**config.mk**
```make
export PLATFORM = sky130hd
export DESIGN_NAME = sync_counter_timer
export DESIGN_NICKNAME = d
export VERILOG_FILES = /design/src/rtl/sct_pkg.sv /design/src/rtl/sct_front.sv /design/src/rtl/sct_queue.sv /design/src/rtl/sct_back.sv /design/src/rtl/sync_counter_timer.sv
export SDC_FILE = /design/constraint.sdc
export NUM_CORES = 1
export LEC_CHECK = 0
export ABC_CLOCK_PERIOD_IN_PS = 6700
export BUFFER_PORTS_ARGS = -buffer_cell sky130_fd_sc_hd__buf_2
export CAP_MARGIN = 20
export CORE_MARGIN = 4
export CORE_UTILIZATION = 55
export CTS_CLUSTER_DIAMETER = 100
export DETAILED_ROUTE_END_ITERATION = 8
export PLACE_DENSITY = 0.86
export SYNTH_ARGS = -nofsm -noshare
export SYNTH_HDL_FRONTEND = slang
export SYNTH_HIERARCHICAL = 1
export SYNTH_SLANG_ARGS = --single-unit
```
**constraint.sdc**
```tcl
create_clock -name i_clk -period 6.7 [get_ports i_clk]
set_input_delay 0.335 -clock i_clk [delete_from_list [all_inputs] [get_ports i_clk]]
set_output_delay 0.335 -clock i_clk [all_outputs]
set_load 0.01 [all_outputs]
```
**src/rtl/sct_pkg.sv**
```systemverilog
package sct_pkg;

    localparam int unsigned DataW = 16;

    localparam logic [2:0] OP_TICK   = 3'd0;
    localparam logic [2:0] OP_ENTER  = 3'd1;
    localparam logic [2:0] OP_EXIT   = 3'd2;
    localparam logic [2:0] OP_WMODE  = 3'd3;
    localparam logic [2:0] OP_WCOUNT = 3'd4;

    localparam logic [1:0] SYNC_PAUSE_IN  = 2'd0;
    localparam logic [1:0] SYNC_RESET     = 2'd1;
    localparam logic [1:0] SYNC_RUN_IN    = 2'd2;
    localparam logic [1:0] SYNC_STOP      = 2'd3;

    // mode word bit positions
    localparam int unsigned MB_SYNC_EN  = 0;
    localparam int unsigned MB_SYNC_LO  = 1;
    localparam int unsigned MB_RST_TGT  = 3;
    localparam int unsigned MB_IRQ_TGT  = 4;
    localparam int unsigned MB_IRQ_END  = 5;
    localparam int unsigned MB_REPEAT   = 6;
    localparam int unsigned MB_TOGGLE   = 7;
    localparam int unsigned MB_SRC      = 8;
    localparam int unsigned MB_IRQ_REQ  = 10;
    localparam int unsigned MB_TGT_HIT  = 11;
    localparam int unsigned MB_END_HIT  = 12;
    localparam int unsigned MB_BLANK    = 15;

    localparam logic [2:0] APB_ADDR_TARGET = 3'd0;

    typedef enum logic [2:0] {
        K_NOP,
        K_TICK,
        K_ENTER,
        K_EXIT,
        K_WMODE,
        K_WCOUNT
    } t_kind;

    typedef struct packed {
        logic [2:0]       op;
        logic             source;
        logic [DataW-1:0] amount;
        logic [DataW-1:0] wdata;
    } t_in_req;

    typedef struct packed {
        logic [DataW-1:0] count;
        logic [DataW-1:0] mode_word;
        logic             irq;
    } t_out_req;

    typedef struct packed {
        t_kind            kind;
        logic             source;
        logic [DataW-1:0] amount;
        logic [DataW-1:0] wdata;
    } t_cmd;

endpackage

```
**src/rtl/sct_front.sv**
```systemverilog
module sct_front
    import sct_pkg::*;
(
    input  logic    i_clk,
    input  logic    i_rst_n,
    input  logic    i_in_valid,
    output logic    o_in_ready,
    input  t_in_req i_in_req,
    output logic    o_cmd_valid,
    input  logic    i_cmd_ready,
    output t_cmd    o_cmd
);

    logic  r_valid;
    t_cmd  r_cmd;
    t_cmd  n_cmd;
    logic  n_valid;

    assign o_in_ready  = !r_valid || i_cmd_ready;
    assign o_cmd_valid = r_valid;
    assign o_cmd       = r_cmd;

    always_comb begin
        n_cmd.source = i_in_req.source;
        n_cmd.amount = i_in_req.amount;
        n_cmd.wdata  = i_in_req.wdata;
        unique case (i_in_req.op)
            OP_TICK:   n_cmd.kind = K_TICK;
            OP_ENTER:  n_cmd.kind = K_ENTER;
            OP_EXIT:   n_cmd.kind = K_EXIT;
            OP_WMODE:  n_cmd.kind = K_WMODE;
            OP_WCOUNT: n_cmd.kind = K_WCOUNT;
            default:   n_cmd.kind = K_NOP;
        endcase
    end

    always_comb begin
        n_valid = r_valid;
        if (o_in_ready) begin
            n_valid = i_in_valid;
        end
    end

    always_ff @(posedge i_clk) begin
        if (!i_rst_n) begin
            r_valid <= 1'b0;
        end else begin
            r_valid <= n_valid;
        end
    end

    always_ff @(posedge i_clk) begin
        if (o_in_ready && i_in_valid) begin
            r_cmd <= n_cmd;
        end
    end

endmodule

```
**src/rtl/sct_queue.sv**
```systemverilog
module sct_queue
    import sct_pkg::*;
(
    input  logic i_clk,
    input  logic i_rst_n,
    input  logic i_push_valid,
    output logic o_push_ready,
    input  t_cmd i_push_cmd,
    output logic o_pop_valid,
    input  logic i_pop_ready,
    output t_cmd o_pop_cmd
);

    logic       r_wr_ptr;
    logic       r_rd_ptr;
    logic [1:0] r_count;
    logic [1:0] n_count;
    t_cmd       r_mem [2];
    logic       push;
    logic       pop;

    assign o_push_ready = (r_count != 2'd2);
    assign o_pop_valid  = (r_count != 2'd0);
    assign o_pop_cmd    = r_mem[r_rd_ptr];
    assign push         = i_push_valid && o_push_ready;
    assign pop          = o_pop_valid && i_pop_ready;

    always_comb begin
        n_count = r_count;
        if (push && !pop) begin
            n_count = r_count + 2'd1;
        end else if (pop && !push) begin
            n_count = r_count - 2'd1;
        end
    end

    always_ff @(posedge i_clk) begin
        if (!i_rst_n) begin
            r_wr_ptr <= 1'b0;
            r_rd_ptr <= 1'b0;
            r_count  <= 2'd0;
        end else begin
            r_count <= n_count;
            if (push) begin
                r_wr_ptr <= !r_wr_ptr;
            end
            if (pop) begin
                r_rd_ptr <= !r_rd_ptr;
            end
        end
    end

    always_ff @(posedge i_clk) begin
        if (push) begin
            r_mem[r_wr_ptr] <= i_push_cmd;
        end
    end

`ifndef NO_ASSERTIONS
    a_count_range: assert property (@(posedge i_clk) disable iff (!i_rst_n)
        r_count != 2'd3)
        else $error("queue count out of range");

    a_ptr_gap: assert property (@(posedge i_clk) disable iff (!i_rst_n)
        (r_count == 2'd0 || r_count == 2'd2) |-> (r_wr_ptr == r_rd_ptr))
        else $error("queue pointers disagree with count");
`endif

endmodule

```
**src/rtl/sct_back.sv**
```systemverilog
module sct_back
    import sct_pkg::*;
(
    input  logic             i_clk,
    input  logic             i_rst_n,
    input  logic [DataW-1:0] i_target,
    input  logic             i_cmd_valid,
    output logic             o_cmd_ready,
    input  t_cmd             i_cmd,
    output logic             o_out_valid,
    input  logic             i_out_ready,
    output t_out_req         o_out_req
);

    logic [DataW-1:0] r_counter;
    logic [DataW-1:0] r_mode;
    logic             r_out_valid;
    t_out_req         r_out;

    logic [DataW-1:0] n_counter;
    logic [DataW-1:0] n_mode;
    logic             n_irq;

    logic             take;
    logic [1:0]       sync_sel;
    logic             sync_block;
    logic             allowed;
    logic [DataW:0]   sum;
    logic             hit_tgt;
    logic             tgt_flag;
    logic             end_flag;
    logic             intr;
    logic [DataW-1:0] tick_count;
    logic [DataW-1:0] tick_mode;
    logic             tick_irq;

    assign o_cmd_ready = !r_out_valid || i_out_ready;
    assign take        = i_cmd_valid && o_cmd_ready;
    assign o_out_valid = r_out_valid;
    assign o_out_req   = r_out;

    assign sync_sel = r_mode[MB_SYNC_LO +: 2];

    always_comb begin
        unique case (sync_sel)
            SYNC_PAUSE_IN: sync_block = r_mode[MB_BLANK];
            SYNC_RESET:    sync_block = 1'b0;
            SYNC_RUN_IN:   sync_block = !r_mode[MB_BLANK];
            SYNC_STOP:     sync_block = 1'b1;
            default:       sync_block = 1'b0;
        endcase
    end

    assign allowed  = (r_mode[MB_SRC] == i_cmd.source)
                      && !(r_mode[MB_SYNC_EN] && sync_block);
    assign sum      = {1'b0, r_counter} + {1'b0, i_cmd.amount};
    assign hit_tgt  = ({1'b0, i_target} <= sum);
    assign tgt_flag = r_mode[MB_TGT_HIT] || hit_tgt;
    assign end_flag = r_mode[MB_END_HIT] || sum[DataW];
    assign intr     = (tgt_flag && r_mode[MB_IRQ_TGT]) || (end_flag && r_mode[MB_IRQ_END]);

    always_comb begin
        if (r_mode[MB_RST_TGT] && hit_tgt) begin
            tick_count = sum[DataW-1:0] - i_target;
        end else begin
            tick_count = sum[DataW-1:0];
        end
    end

    always_comb begin
        tick_mode = r_mode;
        tick_irq  = 1'b0;
        priority if (!r_mode[MB_REPEAT]) begin
            if (intr && r_mode[MB_IRQ_REQ]) begin
                tick_irq              = !r_mode[MB_TOGGLE];
                tick_mode[MB_IRQ_REQ] = 1'b0;
            end
        end else if (!r_mode[MB_TOGGLE]) begin
            tick_irq              = intr;
            tick_mode[MB_IRQ_REQ] = !intr;
        end else if (intr) begin
            tick_mode[MB_IRQ_REQ] = !r_mode[MB_IRQ_REQ];
            tick_irq              = !r_mode[MB_IRQ_REQ];
        end
        tick_mode[MB_TGT_HIT] = tgt_flag;
        tick_mode[MB_END_HIT] = end_flag;
    end

    always_comb begin
        n_counter = r_counter;
        n_mode    = r_mode;
        n_irq     = 1'b0;
        unique case (i_cmd.kind)
            K_TICK: begin
                if (allowed) begin
                    n_counter = tick_count;
                    n_mode    = tick_mode;
                    n_irq     = tick_irq;
                end
            end
            K_ENTER: begin
                n_mode[MB_BLANK] = 1'b1;
                if (r_mode[MB_SYNC_EN]) begin
                    if (sync_sel == SYNC_RESET || sync_sel == SYNC_RUN_IN) begin
                        n_counter = '0;
                    end else if (sync_sel == SYNC_STOP) begin
                        n_mode[MB_SYNC_EN] = 1'b0;
                    end
                end
            end
            K_EXIT: begin
                n_mode[MB_BLANK] = 1'b0;
            end
            K_WMODE: begin
                n_mode             = i_cmd.wdata;
                n_mode[MB_IRQ_REQ] = 1'b1;
                n_counter          = '0;
            end
            K_WCOUNT: begin
                n_counter = i_cmd.wdata;
            end
            default: begin
            end
        endcase
    end

    always_ff @(posedge i_clk) begin
        if (!i_rst_n) begin
            r_counter   <= '0;
            r_mode      <= '0;
            r_out_valid <= 1'b0;
        end else begin
            if (take) begin
                r_counter   <= n_counter;
                r_mode      <= n_mode;
                r_out_valid <= 1'b1;
            end else if (i_out_ready) begin
                r_out_valid <= 1'b0;
            end
        end
    end

    always_ff @(posedge i_clk) begin
        if (take) begin
            r_out.count     <= n_counter;
            r_out.mode_word <= n_mode;
            r_out.irq       <= n_irq;
        end
    end

`ifndef NO_ASSERTIONS
    a_irq_clears_req: assert property (@(posedge i_clk) disable iff (!i_rst_n)
        (r_out_valid && r_out.irq && !r_out.mode_word[MB_TOGGLE])
        |-> !r_out.mode_word[MB_IRQ_REQ])
        else $error("pulse irq left request bit set");

    a_toggle_irq_sets_req: assert property (@(posedge i_clk) disable iff (!i_rst_n)
        (r_out_valid && r_out.irq && r_out.mode_word[MB_TOGGLE])
        |-> r_out.mode_word[MB_IRQ_REQ])
        else $error("toggle irq without request bit");

    a_state_mirrors_out: assert property (@(posedge i_clk) disable iff (!i_rst_n)
        r_out_valid |-> (r_out.count == r_counter && r_out.mode_word == r_mode))
        else $error("output does not match counter state");
`endif

endmodule

```
**src/rtl/sync_counter_timer.sv**
```systemverilog
// channel  | valid      | ready       | payload
// in       | i_in_valid | o_in_ready  | i_in_req  (op, source, amount, wdata)
// out      | o_out_valid| i_out_ready | o_out_req (count, mode_word, irq)
// apb      | psel/penable | pready=1  | paddr, pwdata, prdata (target)
// One request per cycle sustained while the output is not stalled; a request passes
// the decode register, queue and result register. The 17-bit add and target compare sit in the back stage.
// Synchronous active-low reset clears count, mode word, target and all valids.
// A stalled output holds the back stage; the two-entry queue and decode
// register absorb requests until the input side stalls.
module sync_counter_timer
    import sct_pkg::*;
(
    input  logic        i_clk,
    input  logic        i_rst_n,
    input  logic        i_in_valid,
    output logic        o_in_ready,
    input  t_in_req     i_in_req,
    output logic        o_out_valid,
    input  logic        i_out_ready,
    output t_out_req    o_out_req,
    input  logic        psel,
    input  logic        penable,
    input  logic        pwrite,
    input  logic [2:0]  paddr,
    input  logic [31:0] pwdata,
    output logic [31:0] prdata,
    output logic        pready
);

    logic [DataW-1:0] r_target;
    logic             f_valid;
    logic             f_ready;
    t_cmd             f_cmd;
    logic             q_valid;
    logic             q_ready;
    t_cmd             q_cmd;

    assign pready = 1'b1;
    assign prdata = (paddr == APB_ADDR_TARGET) ? {16'h0000, r_target} : 32'h0000_0000;

    always_ff @(posedge i_clk) begin
        if (!i_rst_n) begin
            r_target <= '0;
        end else if (psel && penable && pwrite && pready && paddr == APB_ADDR_TARGET) begin
            r_target <= pwdata[DataW-1:0];
        end
    end

    sct_front u_front (
        .i_clk       (i_clk),
        .i_rst_n     (i_rst_n),
        .i_in_valid  (i_in_valid),
        .o_in_ready  (o_in_ready),
        .i_in_req    (i_in_req),
        .o_cmd_valid (f_valid),
        .i_cmd_ready (f_ready),
        .o_cmd       (f_cmd)
    );

    sct_queue u_queue (
        .i_clk        (i_clk),
        .i_rst_n      (i_rst_n),
        .i_push_valid (f_valid),
        .o_push_ready (f_ready),
        .i_push_cmd   (f_cmd),
        .o_pop_valid  (q_valid),
        .i_pop_ready  (q_ready),
        .o_pop_cmd    (q_cmd)
    );

    sct_back u_back (
        .i_clk       (i_clk),
        .i_rst_n     (i_rst_n),
        .i_target    (r_target),
        .i_cmd_valid (q_valid),
        .o_cmd_ready (q_ready),
        .i_cmd       (q_cmd),
        .o_out_valid (o_out_valid),
        .i_out_ready (i_out_ready),
        .o_out_req   (o_out_req)
    );

endmodule
```
Word level (Yosys, flattened, before mapping)

Memories as Yosys holds them, arrays and structs flattened. A register that Yosys moved wholly into a read port is not among the register bits.
Cells that the tools add are included.

Memories: 1
Input port bits: 78
Register bits: 123
Output and inout port bits: 68
Bits in writable memories: 72

Mux-type cells: 31
Add/subtract/negate cells: 4
Equal/unequal tests: 14
Magnitude comparators: 1
Reduce and logical (&&, ||, !) cells: 38

Memories:

| name          | words | bits a word | rd ports | clocked after memory_dff | wr ports | RTL line        | source |
|---|---|---|---|---|---|---|---|
| u_queue.r_mem | 2     | 36          | 1        | 1                        | 1        | sct_queue.sv:18 | `t_cmd r_mem [2];` |

Operators by type and width:

| kind                                                                   | number |
|---|---|
| 16-bit 2-to-1 mux                                                      | 5 |
| 16-bit one-hot mux with 4 select lines                                 | 1 |
| 14-bit one-hot mux with 2 select lines                                 | 1 |
| 16-bit by 16-bit adder with 17-bit output                              | 1 |
| 16-bit by 17-bit <= comparator with 1-bit output                       | 1 |
| 1-bit 2-to-1 mux                                                       | 17 |
| 16-bit subtractor                                                      | 1 |
| 3-bit one-hot mux with 5 select lines                                  | 1 |
| 1-bit logical AND                                                      | 14 |
| 13-bit 2-to-1 mux                                                      | 1 |
| 3-bit by 2-bit equality test with 1-bit output (second input constant) | 4 |
| 1-bit zero test                                                        | 11 |
| 3-bit equality test (second input constant)                            | 3 |
| 1-bit one-hot mux with 4 select lines                                  | 2 |
| 3-bit by 1-bit equality test with 1-bit output (second input constant) | 2 |
| 3-bit zero test                                                        | 2 |
| 1-bit logical OR                                                       | 6 |
| 2-bit nonzero test                                                     | 3 |
| 2-bit equality test (second input constant)                            | 2 |
| 2-bit 2-to-1 mux                                                       | 2 |
| 1-bit one-hot mux with 3 select lines                                  | 1 |
| 2-bit by 1-bit adder with 2-bit output (second input constant)         | 1 |
| 2-bit by 1-bit equality test with 1-bit output (second input constant) | 1 |
| 2-bit zero test                                                        | 1 |
| other kinds (4)                                                        | 4 |

Depth between registers and ports, before layout

Gate-level depths: netlist of run 1.

Word-level depth: 10
Gate-level depth with buffers: 24
Gate-level depth less buffers: 22

Cells and area by module

The synthesis of run 1 kept the hierarchy.

Modules (own cells, without submodules):

| module             | area each (um^2) | times used | seq. area each (um^2) | cells each |
|---|---|---|---|---|
| sct_back           | 5462.7           | 1          | 1651.6                | 639 |
| sct_queue          | 2837.7           | 1          | 2262.2                | 136 |
| sct_front          | 1166.1           | 1          | 1101.1                | 47 |
| sync_counter_timer | 919.6            | 1          | 320.3                 | 107 |

Worst setup path before layout of run 1

No wires, ideal clock.

Path kind: register -> register
Start: reg (tool-made name)
End: reg u_back.r_out (netlist bit u_back/o_out_req[11]) (data pin)
Buffers on the path: 2
Setup time: 275 ps
Slack: 1739 ps
Stages on the path, launching flop included: 25
Period minus slack after synthesis: 4961 ps
Arrival time: 4686 ps
Path through: dfxtp_1 > buf_2 > buf_4 > mux2_2 > ha_1 > inv_1 > fa_1 > nor2b_1 > o31a_1 > o21ai_4 > nor2_1 > o41a_1 > xor2_1 > ha_1 > o21a_1 > o21ai_0 > a32o_2 > a41oi_4 > nor3b_1 > o21ai_0 > ha_1 > nand3b_1 > nor2_1 > a211oi_1 > o21ai_0

RTL lines:

| element   | RTL line       | source |
|---|---|---|
| to (decl) | sct_back.sv:18 | `t_out_req r_out;` |

==> results.sh, run 1 <==
export IMPL_outcome="complete, no violations"
export IMPL_rows=49
export IMPL_die_y_um=145
export IMPL_synth_distinct_cells=86
export IMPL_antenna_left=0
export IMPL_path_clk_slew_ps=80
export IMPL_whs_ps=61.0
export IMPL_ios=146
export IMPL_seq_area_frac_synth_pct=51.4
export IMPL_stdcell_count=1275
export IMPL_wl_um=23000
export IMPL_required_ps=6870
export IMPL_ys_async_sr_fraction_pct=0
export IMPL_viasPerCell=5.91
export IMPL_dp_hpwl_um=16800
export IMPL_final_nets=1167
export IMPL_netlist_instances=929
export IMPL_cts_path_max_buffers=2
export IMPL_port_buffers=112
export IMPL_drive_gt1_share_pct=22.1
export IMPL_cts_buffers=17
export IMPL_pre_cts_ws_ps=1040
export IMPL_cts_root_buffer="clkbuf_16"
export IMPL_worstMarginPinSlew_ps=922
export IMPL_synth_edf_count=141
export IMPL_ys_ff_latch=196
export IMPL_power_leakage_uw=0.00462
export IMPL_worstSkewPairLatency_ps=440
export IMPL_antenna_found_initial=0
export IMPL_cts_tree="built"
export IMPL_cp_arrival_ps=6030
export IMPL_synthFlopType="edfxtp_1"
export IMPL_synth_top_family_by_area="compound AO/OA/AOI/OAI gates"
export IMPL_drtPass1Iterations=7
export IMPL_grt_ovfl_total=0
export IMPL_critical_path_max_fanout=13
export IMPL_syn_area_mm2=0.0104
export IMPL_hold_viol=0
export IMPL_gr_usage_met3_pct=4.83
export IMPL_fin_ws_ps=843
export IMPL_grt_use_total_pct=21.8
export IMPL_finalSetupViolCount=0
export IMPL_die_area_mm2=0.0211
export IMPL_finalCritPeriodShare_pct=87.4
export IMPL_via_count=7532
export IMPL_setup_tns_ps=0
export IMPL_cts_max_level=4
export IMPL_yosys_area_share_simple_pct=11.7
export IMPL_path_class="flop to flop"
export IMPL_antennaDiodeCount=0
export IMPL_grt_pass1_vias=7209
export IMPL_avgRoutedWirePerCell_um=18.1
export IMPL_powerDensity_mw_per_mm2=429
export IMPL_clock_sinks=196
export IMPL_drtIter0Drc=754
export IMPL_yosys_area_share_xor_xnor_pct=1.94
export IMPL_grt_max_degree=57
export IMPL_hp_class="input pin to flop"
export IMPL_post_synth_mux_area_share_pct=7.30
export IMPL_final_core_utilization_pct=63.9
export IMPL_clock_skew_ps=19.3
export IMPL_chipWidth_um=145
export IMPL_ys_warn_count=6
export IMPL_start_kind="flop"
export IMPL_rsz0062_at_grt="no"
export IMPL_grt_use_met1_pct=28.8
export IMPL_period_minus_slack_ps=5860
export IMPL_cts_setup_buffers=0
export IMPL_start_util_pct=56.8
export IMPL_grt_busiest_layer="met2"
export IMPL_synthAdderAreaFrac_pct=6.89
export IMPL_cts_resized_gates=0
export IMPL_drv_slew=0
export IMPL_drc=0
export IMPL_place_inst=1242
export IMPL_maxCapViolations=0
export IMPL_hold_buffers=0
export IMPL_cp_end_kind="flop"
export IMPL_grtUsageMet2_pct=34.9
export IMPL_synth_area_leaders="edfxtp_1, dfxtp_1, ha_1"
export IMPL_areaGrowthSynthToFinish_pct=12.3
export IMPL_yosysTopAreaCell="edfxtp_1"
export IMPL_timing_slew_headroom_pct=38.3
export IMPL_core_mm2=0.0183
export IMPL_synth_compound_area_share_pct=15.2
export IMPL_grt_pass1_wl_um=36900
export IMPL_synth_top_area_share_pct=40.8
export IMPL_vdd_drop_max_v=0.000248
export IMPL_max_freq_ghz=0.171
export IMPL_syn_area_per_cell_um2=11.2
export IMPL_gp_congestion=0.946
layout by cell type, fill, tap and decap left out, types with 12 or more instances in the layout:
cell,instances
and2_1,24
nor3_1,21
mux2_2,42
xnor2_1,16
nor2_1,60
clkbuf_16,17
dfxtp_1,55
a211oi_1,12
o21ai_0,45
nand3_1,12
edfxtp_1,141
ha_1,54
buf_2,112
nand2_1,81
a21oi_1,38
conb_1,17
buf_4,12
inv_1,57
mux2i_1,27
power breakdown:
part / leakage (uW) / switching [uW] / internal [uW]
combinational: 0.00253 / 1390 / 861
clock: 0.000307 / 506 / 547
sequential: 0.00178 / 118 / 1590
total: 0.00462 / 2010 / 3000
synthesized netlist by cell type, types with 20 or more instances:
library cell and n:
dfxtp_1 55, edfxtp_1 141, nand2_1 81, o21ai_0 45, ha_1 54, inv_1 58
buf_4 20, a21oi_1 38, and2_1 24, clkbuf_1 22, mux2_2 42, mux2i_1 27
nor3_1 21, nor2_1 60
cell type report:
class                      count  area [um2]
timing repair buffer         124         651
fill                        1412        6600
clock buffer                  17         425
inverter                      60         225
multi-input combinational    634        4540
sequential                   196        5340
tap                          229         287
clock inverter                15         201
final timing paths:
check / slack, ps / cells after the start / to / start
max: 840 / 22 / u_back/o_out_req[11] / flop
min: 60 / 1 / u_front/o_cmd[14] / i_in_req[14]
max reg2reg: 840 / 22 / u_back/o_out_req[11] / flop
min reg2reg: 450 / 0 / u_queue/r_mem[1][23] / u_front/o_cmd[23]
sequential cells by signal (all words and copies together) (netlist names), named ones only:
| signal | cells |
|---|---|
| r_target | 16 |
| u_back/o_out_req | 33 |
| u_back/o_out_valid | 1 |
| u_back/r_counter | 16 |
| u_back/r_mode | 16 |
| u_front/o_cmd | 36 |
| u_front/o_cmd_valid | 1 |
| u_queue/r_count | 2 |
| u_queue/r_mem | 72 |
| u_queue/r_rd_ptr | 1 |
| u_queue/r_wr_ptr | 1 |
routing by layer:
| metal | vias up | wire length, um |
|---|---|---|
| li1 | 3592 | - |
| met1 | 3543 | 9600 |
| met3 | 48 | 1860 |
| met4 | 0 | 672 |
| met2 | 349 | 10900 |
| met5 | - | 0 |
per-stage QoR:
stage / area [um2] / total power (uW)
3_3_place_gp: 11000 / 3850
6_report: 11700 / 5010
2_1_floorplan: 10400 / 3360
3_5_place_dp: 11000 / 3920
4_1_cts: 11700 / 4980
5_1_grt: 11700 / 5320
logic make-up (layout without fill, tap and decap cells):
family          Yosys count  count (layout)
simple gates            249             249
xor+xnor                 23              23
buf+inv                 114             216
mux                      70              70
compound gates          219             219
other cells               2              17
flops                   196             196
fa+ha+maj                56              56
critical path, cell delays in order, from the launching register on:
cell,delay [ps]
dfxtp_1,490
buf_4,280
mux2_2,400
ha_1,330
a211oi_2,250
o21ai_1,150
a41o_1,290
o21ai_0,230
a21oi_1,120
xnor2_1,380
inv_1,90
ha_1,420
o21a_1,130
o21ai_0,70
a32o_2,260
a41oi_4,320
nor3b_1,280
o21ai_0,270
ha_1,360
nand3b_1,120
nor2_1,50
a211oi_1,200
o21ai_0,100
Power figures use the tool's default switching activity.
==> inputs of run 2 (changes only) <==
Settings changed: ABC_AREA from default to 1, ABC_CLOCK_PERIOD_IN_PS 6700 to 5250, CORE_MARGIN 4 to 2, CORE_UTILIZATION 55 to 53.
Clock period 6.7 ns to 5.25 ns, I/O delays scaled along.
==> run 2 against run 1 <==
Combinational power rose by 80%. Global-route usage rose by 0.13 points. Die area rose by 2.5%. Critical path depth rose by 7. Sequential share of layout area fell by 2.6 points. Sequential power rose by 35%. Non-clock buffer count rose by 28. Clock power rose by 21%. Power rose by 52%. Largest cell class unchanged. Sequential cell count did not move. Highest routed layer unchanged.
==> results.sh, run 2 <==
export IMPL_outcome="complete, no violations"
export IMPL_netlist_instances=1157
export IMPL_maxCapViolations=0
export IMPL_largest_reg_flops=72
export IMPL_start_util_pct=53.9
export IMPL_yosysTopAreaCell="edfxtp_1"
export IMPL_fillCellCount=1657
export IMPL_avgRoutedWirePerCell_um=15.0
export IMPL_final_nets=1427
export IMPL_antennaDiodeCount=0
export IMPL_synth_top_area_share_pct=38.9
export IMPL_ios=146
export IMPL_gp_congestion=0.911
export IMPL_wl_um=23600
export IMPL_crit_family="simple AND/OR/NAND/NOR gates"
export IMPL_timing_slew_headroom_pct=44.1
export IMPL_power_leakage_uw=0.00566
export IMPL_path_common_cell="nand2_1"
export IMPL_place_inst=1512
export IMPL_required_ps=5450
export IMPL_critical_path_max_fanout=16
export IMPL_finalSetupViolCount=0
export IMPL_syn_area_per_cell_um2=9.40
export IMPL_path_buf_inv=3
export IMPL_fin_area_mm2=0.0124
export IMPL_syn_area_mm2=0.0109
export IMPL_synthFlopType="edfxtp_1"
export IMPL_grt_max_degree=40
export IMPL_cts_tree="built"
export IMPL_rsz0062_at_grt="no"
export IMPL_via_count=8113
export IMPL_antenna_left=0
export IMPL_synth_distinct_cells=48
export IMPL_finalCritPeriodShare_pct=91.4
export IMPL_clock_skew_ps=7.61
export IMPL_hp_class="input pin to flop"
export IMPL_p_total_uw=7610
export IMPL_synth_edf_count=141
export IMPL_grt_pass1_vias=7565
export IMPL_cpMaxStageDelayCell="dfxtp_2"
export IMPL_hold_viol=0
export IMPL_final_common_cell="nand2_1"
export IMPL_drtIter0Drc=678
export IMPL_ys_top_cells_by_count="nand2_1, inv_1, edfxtp_1, nor2_1, a21oi_1"
export IMPL_ys_ff_latch=196
export IMPL_mostFrequentLayoutCells="nand2_1, inv_1, edfxtp_1, buf_2, nor2_1"
export IMPL_antenna_found_initial=0
export IMPL_powerDensity_mw_per_mm2=615
export IMPL_top_register="u_queue/r_mem"
export IMPL_stdcell_count=1575
export IMPL_period_minus_slack_ps=4800
export IMPL_drv_slew=0
export IMPL_path_class="flop to flop"
export IMPL_ys_async_sr_fraction_pct=0
export IMPL_final_core_utilization_pct=61.4
export IMPL_clock_sinks=196
export IMPL_min_from="i_in_req[20]"
export IMPL_vdd_drop_max_v=0.000290
export IMPL_place_area_mm2=0.0115
export IMPL_cts_buffers=17
export IMPL_dp_hpwl_um=17000
export IMPL_chipWidth_um=147
export IMPL_cts_path_max_buffers=2
export IMPL_path_clk_slew_ps=70
export IMPL_cp_slowest_stage_delay_ps=630
export IMPL_die_area_mm2=0.0217
export IMPL_viasPerCell=5.15
export IMPL_cts_max_level=4
export IMPL_cts_setup_buffers=0
export IMPL_cp_end_kind="flop"
export IMPL_max_freq_ghz=0.208
export IMPL_cp_arrival_ps=5000
export IMPL_setup_tns_ps=0
export IMPL_cts_root_buffer="clkbuf_16"
export IMPL_worstMarginPinSlew_ps=837
export IMPL_seq_area_frac_synth_pct=49.1
export IMPL_start_kind="flop"
export IMPL_worstSkewPairLatency_ps=440
export IMPL_synth_most_common_cell="nand2_1"
export IMPL_drtPass1Iterations=5
export IMPL_port_buffers=112
export IMPL_drive_gt1_share_pct=19.2
export IMPL_areaGrowthSynthToFinish_pct=13.8
export IMPL_core_mm2=0.0202
export IMPL_synth_area_leaders="edfxtp_1, dfxtp_1, nand2_1"
export IMPL_grt_use_total_pct=21.9
export IMPL_die_y_um=147
export IMPL_drc=0
export IMPL_grt_pass1_wl_um=37500
export IMPL_grt_ovfl_total=0
export IMPL_ys_warn_count=6
export IMPL_rows=52
run 2: timing repair:
item                       4_1_cts  5_1_grt
resized for setup                0        0
setup endpoints to repair        0        0
hold endpoints to repair        31        0
hold buffers                    31        0
run 2: layer usage:
layer	share of wire, %	GRT usage, %	up-vias	wire length (um)
met1	43	28.6	3819	10200
met2	50	37.7	231	11800
met4	1.8	6.06	0	433
met3	5.3	3.73	36	1240
met5	0	0	-	0
li1	-	-	4027	-
run 2: worst reg2reg max path: cells and delay by family, from the launching register on:
family,cells,cell delay (ps)
adders and majority gates,3,950
DFF,1,630
buffers and inverters,3,190
AOI/OAI and AO/OA,4,770
muxes,1,280
and+or+nand+nor,17,1440
xor gates and xnor gates,1,280
run 2: kinds of logic (layout without fill, tap and decap cells):
kind of cell / Yosys count / after routing / synth area share [%]
AND/OR/NAND/NOR: 414 / 414 / 16.6
buffers and inverters: 253 / 386 / 11.1
flip-flops: 196 / 196 / 49.1
AO/OA/AOI/OAI: 178 / 178 / 10.1
adder cells (fa/ha/maj): 56 / 56 / 6.58
multiplexers: 36 / 36 / 4.76
XOR/XNOR: 22 / 22 / 1.77
other: 2 / 17 / 0.0691
run 2: final timing paths:
check	end	slack, ps	cells after the start
worst max-delay path	u_back/o_out_req[31]	450	29
worst min-delay path	u_front/o_cmd[20]	10	1
worst max register to register	u_back/o_out_req[31]	450	29
worst min register to register	u_queue/r_mem[1][20]	440	0
run 2: cell type report:
class | instances | area, um2 | share of cell area, %
sequential | 196 | 5340 | 43.1
multi-input combinational | 723 | 4410 | 35.7
timing repair buffer | 152 | 951 | 7.68
inverter | 203 | 762 | 6.16
clock buffer | 18 | 429 | 3.47
tap | 270 | 338 | 2.73
clock inverter | 13 | 146 | 1.18
run 2: power breakdown:
part	switching [uW]	internal, uW	total, uW
Clock	601	668	1270
Sequential	201	2100	2300
Combinational	2630	1420	4050
Total	3430	4180	7610
run 2: metrics by stage:
stage,setup WS (ps),hold slack (ps)
global placement,580,424
detailed placement,501,431
CTS,484,8.20
floorplan,1170,361
finish,450,13.8
global route,50.6,4.52
